$ cat src/rtl/pathnorm_queue.sv
`default_nettype none

module pathnorm_queue #(
    parameter int DEPTH = 4,
    parameter int WIDTH = 8
) (
    input  wire logic             clk,
    input  wire logic             rst_n,
    input  wire logic             in_valid,
    output logic                  in_ready,
    input  wire logic [WIDTH-1:0] in_data,
    output logic                  out_valid,
    input  wire logic             out_ready,
    output logic [WIDTH-1:0]      out_data
);
    localparam int PW = (DEPTH > 1) ? $clog2(DEPTH) : 1;
    localparam int CW = $clog2(DEPTH + 1);

    logic [WIDTH-1:0] entry_reg [DEPTH];
    logic [PW-1:0]    wr_ptr_reg;
    logic [PW-1:0]    rd_ptr_reg;
    logic [CW-1:0]    count_reg;
    logic             push;
    logic             pop;

    assign in_ready  = (count_reg < CW'(DEPTH));
    assign out_valid = (count_reg != '0);
    assign out_data  = entry_reg[rd_ptr_reg];
    assign push      = in_valid && in_ready;
    assign pop       = out_valid && out_ready;

    // entry storage
    always_ff @(posedge clk)
    begin
        if (push) begin
            entry_reg[wr_ptr_reg] <= in_data;
        end
    end

    // pointers and fill count
    always_ff @(posedge clk or negedge rst_n)
    begin
        if (!rst_n) begin
            wr_ptr_reg <= '0;
            rd_ptr_reg <= '0;
            count_reg  <= '0;
        end
        else begin
            if (push) begin
                wr_ptr_reg <= (wr_ptr_reg == PW'(DEPTH - 1)) ? '0 : wr_ptr_reg + 1'b1;
            end
            if (pop) begin
                rd_ptr_reg <= (rd_ptr_reg == PW'(DEPTH - 1)) ? '0 : rd_ptr_reg + 1'b1;
            end
            if (push && !pop) begin
                count_reg <= count_reg + 1'b1;
            end
            else if (pop && !push) begin
                count_reg <= count_reg - 1'b1;
            end
        end
    end

`ifndef SYNTHESIS
    a_count_bound: assert property (@(posedge clk) disable iff (!rst_n)
        count_reg <= CW'(DEPTH))
        else $error("queue count beyond depth");
`endif

endmodule

`default_nettype wire

$ cat config.mk
export PLATFORM = sky130hd
export DESIGN_NAME = pathnorm_queue
export DESIGN_NICKNAME = d
export VERILOG_FILES = /design/src/rtl/pathnorm_queue.sv
export SDC_FILE = /design/constraint.sdc
export NUM_CORES = 1
export LEC_CHECK = 0
export BUFFER_PORTS_ARGS = -buffer_cell sky130_fd_sc_hd__buf_2
export CAP_MARGIN = 40
export CORE_ASPECT_RATIO = 0.5
export CORE_MARGIN = 2
export CORE_UTILIZATION = 31
export CTS_BUF_LIST = sky130_fd_sc_hd__clkbuf_8 sky130_fd_sc_hd__clkbuf_16
export DETAILED_ROUTE_END_ITERATION = 8
export SLEW_MARGIN = 0
export SYNTH_ARGS = -nofsm -noshare
export SYNTH_HDL_FRONTEND = slang
export SYNTH_SLANG_ARGS = --single-unit
$ cat constraint.sdc
create_clock -name clk -period 2.07 [get_ports clk]
set_input_delay 0.207 -clock clk [delete_from_list [all_inputs] [get_ports clk]]
set_output_delay 0.207 -clock clk [all_outputs]
set_load 0.05 [all_outputs]
==> results.sh <==
export IMPL_outcome="finished, final reports clean"
export IMPL_wl_per_cell_um=13.4
export IMPL_largest_reg_flops=32
export IMPL_die_area_um2=5750
export IMPL_fin_skew_ps=3.60
export IMPL_fp_dieH_um=54.6
export IMPL_cts_max_path_buffers=2
export IMPL_ys_async_sr_fraction=0.179
export IMPL_switching_share=0.393
export IMPL_timing_final_crit_period_ps=1950
export IMPL_synth_cell_types=19
export IMPL_clockPowerShare=0.176
export IMPL_fmax_ghz=0.512
export IMPL_ir_drop_v=0.000532
export IMPL_drt_total_wl_mm=2.41
export IMPL_rsz0062_at_grt="no"
export IMPL_utilization=0.382
export IMPL_start_util=0.322
export IMPL_maxCapViolCount=0
export IMPL_synth_seq_cells=39
export IMPL_fin_crit_sh=0.944
export IMPL_die_w_um=105
export IMPL_grt_max_degree=13
export IMPL_slew_headroom=0.698
export IMPL_syn_area_um2=1590
export IMPL_p_seq_frac=0.424
export IMPL_grt_pass1_vias=764
export IMPL_nFillCells=465
export IMPL_cts_sinks=39
export IMPL_endpoint_kind="flip-flop"
export IMPL_place_hpwl_mm=1.59
export IMPL_ys_warn_count=0
export IMPL_ios=22
export IMPL_num_rows=18
export IMPL_internal_power_mw=1.68
export IMPL_power_density_nw_per_um2=1470
export IMPL_comb_power_share=0.400
export IMPL_finalSetupViolations=0
export IMPL_path_class="flip-flop to flip-flop"
export IMPL_multi_input_area_um2=428
export IMPL_synthFlopType="edfxtp_1"
export IMPL_synth_edf_count=32
export IMPL_fin_nets=128
export IMPL_n_antenna_cell=0
export IMPL_synthCells=81
export IMPL_drive_gt1_frac=0.409
export IMPL_drv_slew=0
export IMPL_clkTransAtPathRegs_ps=70
export IMPL_syn_to_final_growth_pct=18.5
export IMPL_syn_num_nets=100
export IMPL_avgSynthCellArea_um2=19.6
export IMPL_htreeDepth=2
export IMPL_yosysTopAreaCell="edfxtp_1"
export IMPL_avgViaCountPerCell=4.20
export IMPL_final_hold_violation_count=0
export IMPL_numCtsBuffers=5
export IMPL_worst_pin_slew_ps=453
export IMPL_r2r_cells=8
export IMPL_tns_ps=0
export IMPL_port_buffers=21
export IMPL_switching_power_mw=1.08
export IMPL_min_path_cells=1
export IMPL_hold_path_class="primary input to flip-flop"
export IMPL_seq_area_um2=1140
export IMPL_grt_pass1_wl_mm=3.77
export IMPL_antenna_found_initial=0
export IMPL_vias=756
export IMPL_seq_area_frac_synth=0.715
export IMPL_start_kind="flip-flop"
export IMPL_ant_nets=0
export IMPL_cp_data_required_time_ps=2280
export IMPL_synthTopCellsByCount="edfxtp_1, mux4_2, dfrtp_1"
export IMPL_route_detailed_drc=0
export IMPL_clockRootBuffer="clkbuf_8"
export IMPL_overflow=0
export IMPL_routabilityCongestion=0.601
export IMPL_dr_pass1_iters=3
export IMPL_synth_top_area_frac=0.605
export IMPL_clk_latency_ps=280
export IMPL_cp_arrival_ps=2160
export IMPL_cts_tree="done"
export IMPL_design_core_area_um2=4930
export IMPL_cp_max_fo=3
export IMPL_yosysMostFrequentCell="edfxtp_1"
export IMPL_synth_area_leaders="edfxtp_1, mux4_2, dfrtp_1, ha_1, mux2_4"
export IMPL_grt_total_usage=0.0925
export IMPL_initialDrtViolationCount=29
export IMPL_power_leakage_nw=0.693
export IMPL_total_power_mw=2.76
==> power groups by stage <==
| stage | sequential (mW) | combinational, mW | clock [mW] |
|---|---|---|---|
| after floorplan | 1.09 | 0.973 | 0 |
| after global placement | 1.18 | 1.10 | 0 |
| after detailed placement | 1.19 | 1.11 | 0 |
| after CTS | 1.18 | 1.12 | 0.500 |
| after global routing | 1.20 | 1.19 | 0.535 |
| final | 1.17 | 1.10 | 0.487 |
==> layer usage <==
layer | track usage | routed length, µm | vias to the layer above
met4 | 0.0600 | 44 | 0
met1 | 0.102 | 1030 | 379
li1 | - | - | 362
met5 | 0 | 0 | -
met3 | 0.0298 | 68 | 4
met2 | 0.162 | 1270 | 11
==> final timing paths <==
path	startpoint	to	slack, ps
max in group asynchronous	rst_n	rd_ptr_reg[0]$_DFFE_PN0P_	1600
worst min register to register	count_reg[1]$_DFFE_PN0P_	count_reg[1]$_DFFE_PN0P_	580
worst max register to register	count_reg[0]$_DFFE_PN0P_	count_reg[2]$_DFFE_PN0P_	120
worst max-delay path	count_reg[0]$_DFFE_PN0P_	count_reg[2]$_DFFE_PN0P_	120
min in group asynchronous	rst_n	rd_ptr_reg[1]$_DFFE_PN0P_	290
worst min-delay path	in_data[6]	entry_reg[2][6]$_DFFE_PP_	140
==> layout by cell type, fill, tap and decap left out <==
cell	instances
edfxtp_1	32
buf_2	21
mux4_2	8
dfrtp_1	6
inv_1	5
ha_1	5
clkbuf_8	5
and2_1	4
nor2_1	3
nand2_1	2
o21ai_0	2
mux2_4	2
xnor2_1	2
buf_4	2
nor2b_1	1
or3_4	1
nand2_4	1
mux2_2	1
xor2_1	1
fa_1	1
ha_2	1
clkinvlp_4	1
clkinv_2	1
dlygate4sd3_1	1
dfrtp_2	1
==> layout make-up <==
cell class,count,area share
Sequential cell,39,0.604
Multi-Input combinational cell,35,0.227
Timing Repair Buffer,24,0.0691
Tap cell,70,0.0465
Clock buffer,5,0.0365
Clock inverter,3,0.00864
Inverter,4,0.00797
==> per-stage QoR <==
stage               worst slack, ps  cell area, µm²  std cells  hold WS (ps)
floorplan                      17.5            1590         81         -88.6
global placement                160            1780        171          51.6
global route                   1.28            1880        180           129
CTS                            87.7            1880        180           130
finish                          116            1880        180           140
detailed placement              106            1780        171          59.5
==> logic make-up after synthesis <==
logic type               after synthesis  synth area share
buffers and inverters                  7            0.0173
adder cells (fa/ha/maj)                7            0.0598
AND/OR/NAND/NOR                       12            0.0457
flip-flops                            39             0.715
multiplexers                          11             0.139
XOR/XNOR                               3            0.0165
AO/OA/AOI/OAI                          2           0.00630
==> worst max-delay path, cell delays in order, from the launching register on <==
cell	delay (ps)
dfrtp_1	380
or3_4	400
nand2_4	100
ha_2	190
inv_1	50
fa_1	370
xor2_1	150
nor2_1	110
xnor2_1	120
==> what timing repair did <==
item                                   4_1_cts  5_1_grt
setup endpoints to repair                    8        1
buffers inserted                             0        0
endpoints found under the hold margin        7        0
gates resized for setup                      1        1
hold buffers                                 1        0
No activity file was read; power rests on OpenSTA's default activity.
