$ cat src/rtl/pathnorm_pkg.sv
`default_nettype none

package pathnorm_pkg;

    // default sizes of the component stack, of a name and of the emitted run
    localparam int DEF_MAX_DEPTH = 32;
    localparam int DEF_MAX_NAME  = 64;
    localparam int DEF_MAX_PATH  = 64;

    // entries of the command queue between front and back
    localparam int QUEUE_DEPTH = 4;

    // command field widths, sized for the largest legal configuration
    localparam int SLOT_W  = 6;
    localparam int DEPTH_W = 7;
    localparam int NAME_W  = 7;

    // characters with a meaning of their own
    localparam logic [7:0] CH_NUL   = 8'h00;
    localparam logic [7:0] CH_SLASH = 8'h2F;
    localparam logic [7:0] CH_DOT   = 8'h2E;

    // one request from the front to the back
    typedef struct packed {
        logic               emit;
        logic [DEPTH_W-1:0] emit_depth;
        logic               len_we;
        logic [SLOT_W-1:0]  len_slot;
        logic [NAME_W-1:0]  len_data;
        logic               store_we;
        logic [SLOT_W-1:0]  store_slot;
        logic [NAME_W-1:0]  store_idx;
        logic [7:0]         store_data;
    } cmd_t;

endpackage

`default_nettype wire

$ cat src/rtl/pathnorm_front.sv
`default_nettype none

module pathnorm_front #(
    parameter int MAX_DEPTH = 32,
    parameter int MAX_NAME  = 64
) (
    input  wire logic                clk,
    input  wire logic                rst_n,
    input  wire logic                in_valid,
    output logic                     in_ready,
    input  wire logic [7:0]          in_ch,
    input  wire logic                in_from_cwd,
    output logic                     cmd_valid,
    input  wire logic                cmd_ready,
    output pathnorm_pkg::cmd_t       cmd
);
    import pathnorm_pkg::*;

    localparam int DW = $clog2(MAX_DEPTH + 1);
    localparam int SW = $clog2(MAX_DEPTH);
    localparam int LW = $clog2(MAX_NAME);

    // scan state plus the memory writes that one character causes
    typedef struct packed {
        logic [DW-1:0] d;
        logic [LW-1:0] len;
        logic          dots;
        logic          fz;
        logic          ps;
        logic          lw;
        logic [SW-1:0] lslot;
        logic [LW-1:0] ldata;
        logic          sw;
        logic [SW-1:0] sslot;
        logic [LW-1:0] sidx;
        logic [7:0]    sdata;
    } fst_t;

    logic [DW-1:0] depth_reg;
    logic [LW-1:0] cur_len_reg;
    logic          all_dots_reg;
    logic          frozen_reg;
    logic          path_started_reg;

    fst_t          st_next;
    logic          emit;
    logic          accept;
    logic          start_slash;
    logic          is_sep;
    logic          is_nul;

    // end of a component: skip an empty one; in the path drop a dot, pop on dot-dot; else push, freezing when full
    function automatic fst_t close_fn(input fst_t s, input logic in_path);
        fst_t r;
        r = s;
        if (s.len == '0) begin
            r.dots = 1'b1;
        end
        else begin
            if (in_path && s.dots && s.len <= LW'(2)) begin
                if (s.len == LW'(2) && s.d != '0) begin
                    r.d = s.d - 1'b1;
                end
            end
            else if (s.d < DW'(MAX_DEPTH)) begin
                r.lw    = 1'b1;
                r.lslot = SW'(s.d);
                r.ldata = s.len;
                r.d     = s.d + 1'b1;
                if (r.d >= DW'(MAX_DEPTH)) begin
                    r.fz = 1'b1;
                end
            end
            else begin
                r.fz = 1'b1;
            end
            r.len  = '0;
            r.dots = 1'b1;
        end
        return r;
    endfunction

    // ordinary name character, splitting an overlong name first
    function automatic fst_t take_fn(input fst_t s, input logic [7:0] c,
                                     input logic in_path);
        fst_t r;
        r = s;
        if (s.len >= LW'(MAX_NAME - 1)) begin
            r = close_fn(r, in_path);
        end
        if (!r.fz) begin
            if (r.d < DW'(MAX_DEPTH)) begin
                r.sw    = 1'b1;
                r.sslot = SW'(r.d);
                r.sidx  = r.len;
                r.sdata = c;
            end
            if (c != CH_DOT) begin
                r.dots = 1'b0;
            end
            r.len = r.len + 1'b1;
        end
        return r;
    endfunction

    assign accept   = in_valid && cmd_ready;
    assign in_ready = cmd_ready;
    assign is_sep   = (in_ch == CH_SLASH);
    assign is_nul   = (in_ch == CH_NUL);

    // classify the character and work out the stack update
    always_comb
    begin
        st_next       = '0;
        st_next.d     = depth_reg;
        st_next.len   = cur_len_reg;
        st_next.dots  = all_dots_reg;
        st_next.fz    = frozen_reg;
        st_next.ps    = path_started_reg;
        emit          = 1'b0;
        start_slash   = 1'b0;
        if (in_from_cwd) begin
            if (!st_next.ps && !st_next.fz) begin
                if (is_sep || is_nul) begin
                    st_next = close_fn(st_next, 1'b0);
                end
                else begin
                    st_next = take_fn(st_next, in_ch, 1'b0);
                end
            end
        end
        else begin
            if (!st_next.ps) begin
                if (!st_next.fz) begin
                    st_next = close_fn(st_next, 1'b0);
                end
                st_next.fz   = 1'b0;
                st_next.len  = '0;
                st_next.dots = 1'b1;
                st_next.ps   = 1'b1;
                if (is_sep) begin
                    st_next.d   = '0;
                    start_slash = 1'b1;
                end
            end
            if (!start_slash) begin
                if (is_nul) begin
                    if (!st_next.fz) begin
                        st_next = close_fn(st_next, 1'b1);
                    end
                    emit = 1'b1;
                end
                else if (!st_next.fz) begin
                    if (is_sep) begin
                        st_next = close_fn(st_next, 1'b1);
                    end
                    else begin
                        st_next = take_fn(st_next, in_ch, 1'b1);
                    end
                end
            end
        end
    end

    // request to the back
    always_comb
    begin
        cmd            = '0;
        cmd.emit       = emit;
        cmd.emit_depth = DEPTH_W'(st_next.d);
        cmd.len_we     = st_next.lw;
        cmd.len_slot   = SLOT_W'(st_next.lslot);
        cmd.len_data   = NAME_W'(st_next.ldata);
        cmd.store_we   = st_next.sw;
        cmd.store_slot = SLOT_W'(st_next.sslot);
        cmd.store_idx  = NAME_W'(st_next.sidx);
        cmd.store_data = st_next.sdata;
        cmd_valid      = accept && (emit || st_next.lw || st_next.sw);
    end

    // scan state, reset after every path
    always_ff @(posedge clk or negedge rst_n)
    begin
        if (!rst_n) begin
            depth_reg        <= '0;
            cur_len_reg      <= '0;
            all_dots_reg     <= 1'b1;
            frozen_reg       <= 1'b0;
            path_started_reg <= 1'b0;
        end
        else if (accept) begin
            if (emit) begin
                depth_reg        <= '0;
                cur_len_reg      <= '0;
                all_dots_reg     <= 1'b1;
                frozen_reg       <= 1'b0;
                path_started_reg <= 1'b0;
            end
            else begin
                depth_reg        <= st_next.d;
                cur_len_reg      <= st_next.len;
                all_dots_reg     <= st_next.dots;
                frozen_reg       <= st_next.fz;
                path_started_reg <= st_next.ps;
            end
        end
    end

`ifndef SYNTHESIS
    a_depth_bound: assert property (@(posedge clk) disable iff (!rst_n)
        depth_reg <= DW'(MAX_DEPTH))
        else $error("stack depth beyond limit");

    a_nul_resets: assert property (@(posedge clk) disable iff (!rst_n)
        (accept && !in_from_cwd && is_nul) |=> (depth_reg == '0 && !path_started_reg))
        else $error("stack not reset after path end");
`endif

endmodule

`default_nettype wire

$ cat config.mk
export PLATFORM = sky130hd
export DESIGN_NAME = pathnorm_front
export DESIGN_NICKNAME = d
export VERILOG_FILES = /design/src/rtl/pathnorm_pkg.sv /design/src/rtl/pathnorm_front.sv
export SDC_FILE = /design/constraint.sdc
export NUM_CORES = 1
export LEC_CHECK = 0
export BUFFER_PORTS_ARGS = -buffer_cell sky130_fd_sc_hd__buf_2
export CORE_MARGIN = 1
export CORE_UTILIZATION = 55
export CTS_CLUSTER_SIZE = 40
export DETAILED_ROUTE_END_ITERATION = 8
export HOLD_SLACK_MARGIN = 0.1
export MAX_ROUTING_LAYER = met4
export PLACE_DENSITY = 0.86
export SKIP_CTS_REPAIR_TIMING = 1
export SYNTH_ARGS = -nofsm -noshare
export SYNTH_HDL_FRONTEND = slang
export SYNTH_SLANG_ARGS = --single-unit
$ cat constraint.sdc
create_clock -name clk -period 7.5 [get_ports clk]
set_input_delay 1.5 -clock clk [delete_from_list [all_inputs] [get_ports clk]]
set_output_delay 1.5 -clock clk [all_outputs]
set_load 0.02 [all_outputs]
==> reports/qor.txt, run 1 <==
initial antenna violation count - 0
total track usage - 41.5%
R2R Path End - cur_len_reg[0]
Seq/Total Area, Yosys - 12.7%
post-synthesis average cell area - 6.82 µm²
die width - 75.6 µm
RSZ-0062 raised after global routing - no
worst slew pin tran - 0.818 ns
Crit Path Class - input port to output port
DRC - 0
vias per std cell - 6.96
Final Hold Viols - 0
IO Count - 59
status - finished, final reports clean
synthesized instance count - 436
Area Growth Syn to Fin - 7.91%
CTS tree - built
final core utilization - 62.1%
TritonRoute pass-1 iters - 5
Startpoint Class - input port
Num CTS Buffers - 3
Max Slew Vio Count - 0
placer congestion estimate - 1.01
final setup fails - 0
final hold slack - 0.687 ns
Post-Place Cells - 529
aggregate global routing overflow - 0
Final Net Count - 486
Max-Cap Viols - 0
CP required - 6.00 ns
largest family of logic cells by synthesized area - simple AND/OR/NAND/NOR gates
Compound-Gate Fraction of Synth Area - 33.4%
wire length of the first global-routing pass - 16.9 mm
Post-Synth XOR/XNOR Area - 4.12%
maximum vdd drop - 0.000189 V
clk sink count - 15
post-synthesis mux area share - 2.73%
PD cells - 149 nW/µm²
setup slack, reg-to-reg - 3.12 ns
ANT nets after route - 0
number of library cell types mapped by synthesis - 79
total wire length - 11.1 mm
Crit. Startpoint - in_ch[4]
Simple-Gate Fraction of Synth Area - 34.0%
Setup TNS Final - 0 ns
DR vias - 3712
synth warn - 0
root buffer cell - clkbuf_8
crit path max fanout - 10
relative slew slack - 45.0%
Core ar. - 5170 µm²
Final Cycle Share - 87.3%
Leak - 1.32 nW
ys flop type - dfrtp_1
fmax - 153 MHz
Synth Register Bits - 15
async set-or-reset flop fraction in the synthesized netlist - 100%
reg2reg path depth - 12
initial DRC count - 613
Clock Pin Slew Worst Setup and Hold Paths - 0.05 ns
data arrival time of the worst path - 5.05 ns
Layout Skew - 0.00223 ns
largest net degree at the start of global routing - 23
Cell Rows - 26
EDFF count, synth - 0
Avg WL per Cell - 20.8 µm
Clock Latency Late Sink - 0.25 ns
non-filler instance count after layout - 533
DP Wirelength - 8.61 mm
CP endpoint - cmd_valid
H-Tree Depth - 1
I/O Buffers - 53
path category of the worst min-delay check - flop to flop
layout cells sized above 1 - 17.7%
starting density of the core - 57.5%
CP endpoint kind - output port
die height - 75.6 µm
Netlist Area Pre-Place - 2980 µm²
Ant. Diodes - 0
vias in the first global route - 3100
FF-to-FF Start - cur_len_reg[4]
clock tree buffer depth - 2
adder-cell area share of the yosys netlist - 3.78%
full die area - 5710 µm²
post-layout min period - 6.55 ns
[critical path: stages]
cell and delay (ns):
buf_2 0.11, or3_1 0.45, nor3_1 0.54, or3_1 0.24, nand2_1 0.15, nand4_1 0.17
ha_1 0.26, a21oi_1 0.26, o21ai_0 0.17, nor2_1 0.20, nand2_1 0.20, and2_1 0.38
a21oi_1 0.22, buf_2 0.20
[cells in the final DEF (no fill, tap or decap), types with 4 or more instances in the layout]
cell type and instances:
mux2i_1 7, a21oi_1 32, nor3_1 17, nor2_1 51
nand2_1 40, a31oi_1 5, xnor2_1 14, a22oi_1 8
a211oi_1 8, nand4_1 7, conb_1 5, buf_2 53
or3_1 7, o22ai_1 9, o21ai_1 4, o31ai_1 6
buf_4 4, and3_1 4, and2_1 18, ha_1 9
o41ai_1 4, dfrtp_1 14, nor2b_1 8, o21ai_0 21
nor4_1 5, nand3_1 12, inv_1 16
[per-stage QoR]
step	area, µm²	setup WS [ns]	power (mW)
floorplan	2990	1.70	0.336
global placement	3170	1.33	0.402
finish	3210	0.951	0.480
CTS	3210	1.11	0.469
detailed placement	3170	1.13	0.404
global route	3210	0.830	0.508
[report_power, final]
part | switching (mW) | internal, mW
clock network | 0.0247 | 0.0375
logic | 0.191 | 0.0984
registers | 0.0369 | 0.0914
total | 0.252 | 0.227
[how the worst min path moves through the flow]
stage                               from             end  slack (ns)  cells past startpoint
after floorplan           cur_len_reg[4]  cur_len_reg[4]        0.55                      2
after global placement      all_dots_reg    all_dots_reg        0.66                      3
after detailed placement    all_dots_reg    all_dots_reg        0.67                      3
after CTS                   all_dots_reg    all_dots_reg        0.68                      3
after global routing        all_dots_reg    all_dots_reg        0.73                      3
final                       all_dots_reg    all_dots_reg        0.69                      3
[Yosys cell counts (4+ instances only)]
cell type / instances / area [µm²]
nor4_1: 5 / 31.3
nor2_1: 51 / 191
o21ai_0: 21 / 105
dfrtp_1: 14 / 350
a31oi_1: 5 / 31.3
and2_1: 18 / 113
a22oi_1: 8 / 60.1
or3_1: 7 / 43.8
nand2_1: 40 / 150
ha_1: 9 / 113
clkbuf_1: 19 / 71.3
nand4_1: 7 / 43.8
and3_1: 4 / 25.0
nor2b_1: 8 / 50.1
o41ai_1: 4 / 35.0
nor3_1: 17 / 85.1
o21ai_1: 4 / 20.0
inv_1: 16 / 60.1
mux2i_1: 7 / 70.1
a21oi_1: 32 / 160
o22ai_1: 9 / 56.3
buf_4: 9 / 67.6
xnor2_1: 14 / 123
nand3_1: 12 / 60.1
o31ai_1: 6 / 45.0
a211oi_1: 8 / 60.1
buf_2: 7 / 35.0
[cells by family (layout without fill, tap and decap cells)]
kind of cell,Yosys count,in the layout
simple gates,191,191
other cells,1,5
buf+inv,55,78
mux,8,8
fa+ha+maj,9,9
xor+xnor,14,14
compound gates,143,143
flops,15,15
[cell type report]
class | instances | area (µm²)
clock buffers | 4 | 45.0
fillers | 497 | 1960
inverters | 17 | 63.8
multi-input cells | 370 | 2340
flip-flops and latches | 15 | 377
well taps | 70 | 87.6
repair buffers | 57 | 295
[layer usage]
| layer | wire, µm | GRT usage (%) | share of wire (%) | up-vias |
|---|---|---|---|---|
| met1 | 4730 | 59.4 | 43 | 1706 |
| met3 | 1380 | 6.88 | 12 | 30 |
| met2 | 4780 | 59.7 | 43 | 310 |
| met5 | 0 | - | 0 | - |
| met4 | 214 | 12.6 | 1.9 | 0 |
| li1 | - | - | - | 1666 |
Power figures use the tool's default switching activity.
==> inputs of run 2 (changes only) <==
--- a/config.mk
+++ b/config.mk
@@ -7,12 +7,12 @@
 export LEC_CHECK = 0
 export BUFFER_PORTS_ARGS = -buffer_cell sky130_fd_sc_hd__buf_2
 export CORE_MARGIN = 1
-export CORE_UTILIZATION = 55
+export CORE_UTILIZATION = 52
 export CTS_CLUSTER_SIZE = 40
 export DETAILED_ROUTE_END_ITERATION = 8
 export HOLD_SLACK_MARGIN = 0.1
 export MAX_ROUTING_LAYER = met4
-export PLACE_DENSITY = 0.86
+export PLACE_DENSITY = 0.85
 export SKIP_CTS_REPAIR_TIMING = 1
 export SYNTH_ARGS = -nofsm -noshare
 export SYNTH_HDL_FRONTEND = slang
==> constraint.sdc (replaced) <==
create_clock -name clk -period 5.4 [get_ports clk]
set_input_delay 1.08 -clock clk [delete_from_list [all_inputs] [get_ports clk]]
set_output_delay 1.08 -clock clk [all_outputs]
set_load 0.02 [all_outputs]
==> reports/qor.txt, run 2 (synthesis gave the netlist of run 1 again) <==
status - finished, final reports clean (unchanged)
RSZ-0062 raised after global routing - no (unchanged)
layout cells sized above 1 - 21.6% (was 17.7%)
wire length of the first global-routing pass - 18.2 mm (was 16.9 mm)
data arrival time of the worst path - 4.05 ns (was 5.05 ns)
die width - 77.6 µm (was 75.6 µm)
Core ar. - 5510 µm² (was 5170 µm²)
IO Count - 59 (unchanged)
Startpoint Class - input port (unchanged)
crit path max fanout - 10 (unchanged)
Final Net Count - 505 (was 486)
commonest cells after routing, fill and taps aside - buf_2, nor2_1, nand2_1 (unchanged)
met1 WL - 4.88 mm (was 4.73 mm)
worst slew pin tran - 1.11 ns (was 0.818 ns)
Reg area - 377 µm² (unchanged)
vias in the first global route - 3270 (was 3100)
initial DRC count - 545 (was 613)
post-layout min period - 5.13 ns
clk sink count - 15 (unchanged)
Cell Rows - 27 (was 26)
Clock Pin Slew Worst Setup and Hold Paths - 0.05 ns (about the same)
Final Hold Viols - 0 (unchanged)
H-Tree Depth - 1 (unchanged)
root buffer cell - clkbuf_8 (unchanged)
path category of the worst min-delay check - flop to flop (unchanged)
full die area - 6030 µm² (was 5710 µm²)
clock tree buffer depth - 2 (unchanged)
TritonRoute pass-1 iters - 5 (unchanged)
placer congestion estimate - 1.04 (was 1.01)
I/O Buffers - 53 (unchanged)
total wire length - 11.6 mm (was 11.1 mm)
relative slew slack - 25.1% (was 45.0%)
fmax - 195 MHz
Max-Cap Viols - 0 (unchanged)
DP Wirelength - 8.98 mm (was 8.61 mm)
WL met3 - 1.57 mm (was 1.38 mm)
top layer in use - met4 (unchanged)
Area Growth Syn to Fin - 13.2% (was 7.91%)
WL met2 - 4.88 mm (was 4.78 mm)
die height - 77.6 µm (was 75.6 µm)
DR vias - 3721 (was 3712)
fillers - 539 (was 497)
CTS tree - built (unchanged)
PD cells - 205 nW/µm² (was 149 nW/µm²)
Crit Path Class - input port to output port (unchanged)
final core utilization - 61.2% (was 62.1%)
Avg WL per Cell - 21.0 µm (was 20.8 µm)
total track usage - 40.5% (was 41.5%)
largest net degree at the start of global routing - 23 (unchanged)
Setup TNS Final - 0 ns (unchanged)
Final Cycle Share - 95.1%
DRC - 0 (unchanged)
maximum vdd drop - 0.000220 V (was 0.000189 V)
CP endpoint kind - output port (unchanged)
Max Slew Vio Count - 0 (unchanged)
starting density of the core - 54.0% (was 57.5%)
aggregate global routing overflow - 0 (unchanged)
vias per std cell - 6.72 (was 6.96)
ANT nets after route - 0 (unchanged)
Clock Latency Late Sink - 0.25 ns (about the same)
Ant. Diodes - 0 (unchanged)
CP required - 4.32 ns (was 6.00 ns)
initial antenna violation count - 0 (unchanged)
Leak - 1.41 nW (was 1.32 nW)
footprint of the multi-input gates - 2350 µm² (was 2340 µm²)
Layout Skew - 0.000939 ns (was 0.00223 ns)
final setup fails - 0 (unchanged)
Num CTS Buffers - 3 (unchanged)
most common cell after layout, fill and taps aside - buf_2 (unchanged)
-- run 2: cell count changes in the layout (fill, tap and decap cells not counted) --
cell      change
a211oi_1      -1
a211oi_2      +1
a31oi_1       -1
a31oi_2       +1
and2_1        -1
and2_2        +1
buf_4        +19
-- run 2: power breakdown --
part           internal [mW]  switching [mW]
Sequential             0.127          0.0408
Clock                 0.0522          0.0350
Combinational          0.153           0.283
Total                  0.332           0.359
-- run 2: layout make-up --
| cell class | count | area share, % |
|---|---|---|
| Multi-Input combinational cell | 370 | 69.9 |
| Timing Repair Buffer | 76 | 13.0 |
| Sequential cell | 15 | 11.2 |
| Tap cell | 72 | 2.67 |
| Inverter | 17 | 1.89 |
| Clock buffer | 4 | 1.34 |
-- run 2: stage by stage --
step           worst slack, ns  std cells  cell area [µm²]  hold WS, ns  total power, mW
5_1_grt                 0.0504        554             3370        0.739            0.732
4_1_cts                  0.209        553             3350        0.666            0.674
3_5_place_dp             0.221        549             3300        0.658            0.583
3_3_place_gp             0.181        549             3300        0.655            0.586
2_1_floorplan            0.440        440             2990        0.554            0.466
6_report                 0.266        554             3370        0.670            0.691
-- run 2: routing by layer --
metal / vias up / global-route usage (%)
met5: - / -
met4: 0 / 13.6
met3: 39 / 7.88
met2: 272 / 57.1
met1: 1705 / 57.2
li1: 1705 / -
-- run 2: worst paths after layout --
kind	depth (start not counted)	slack (ns)	startpoint	endpoint
max	14	0.27	in_ch[4]	cmd_valid
max in group asynchronous	1	4.39	rst_n	all_dots_reg
min reg2reg	3	0.67	all_dots_reg	all_dots_reg
max reg2reg	13	1.64	depth_reg[1]	cur_len_reg[0]
min	3	0.67	all_dots_reg	all_dots_reg
min in group asynchronous	1	0.72	rst_n	depth_reg[1]
-- run 2: worst max-delay path, cell delays in order --
cell     delay, ns
buf_2         0.11
or4b_1        0.56
or3_1         0.38
nand3_2       0.11
nand2_1       0.14
nand4_1       0.14
ha_1          0.25
a21oi_1       0.22
o21ai_0       0.14
nor2_1        0.18
nand2_1       0.10
and2_2        0.31
a21oi_1       0.14
buf_2         0.19
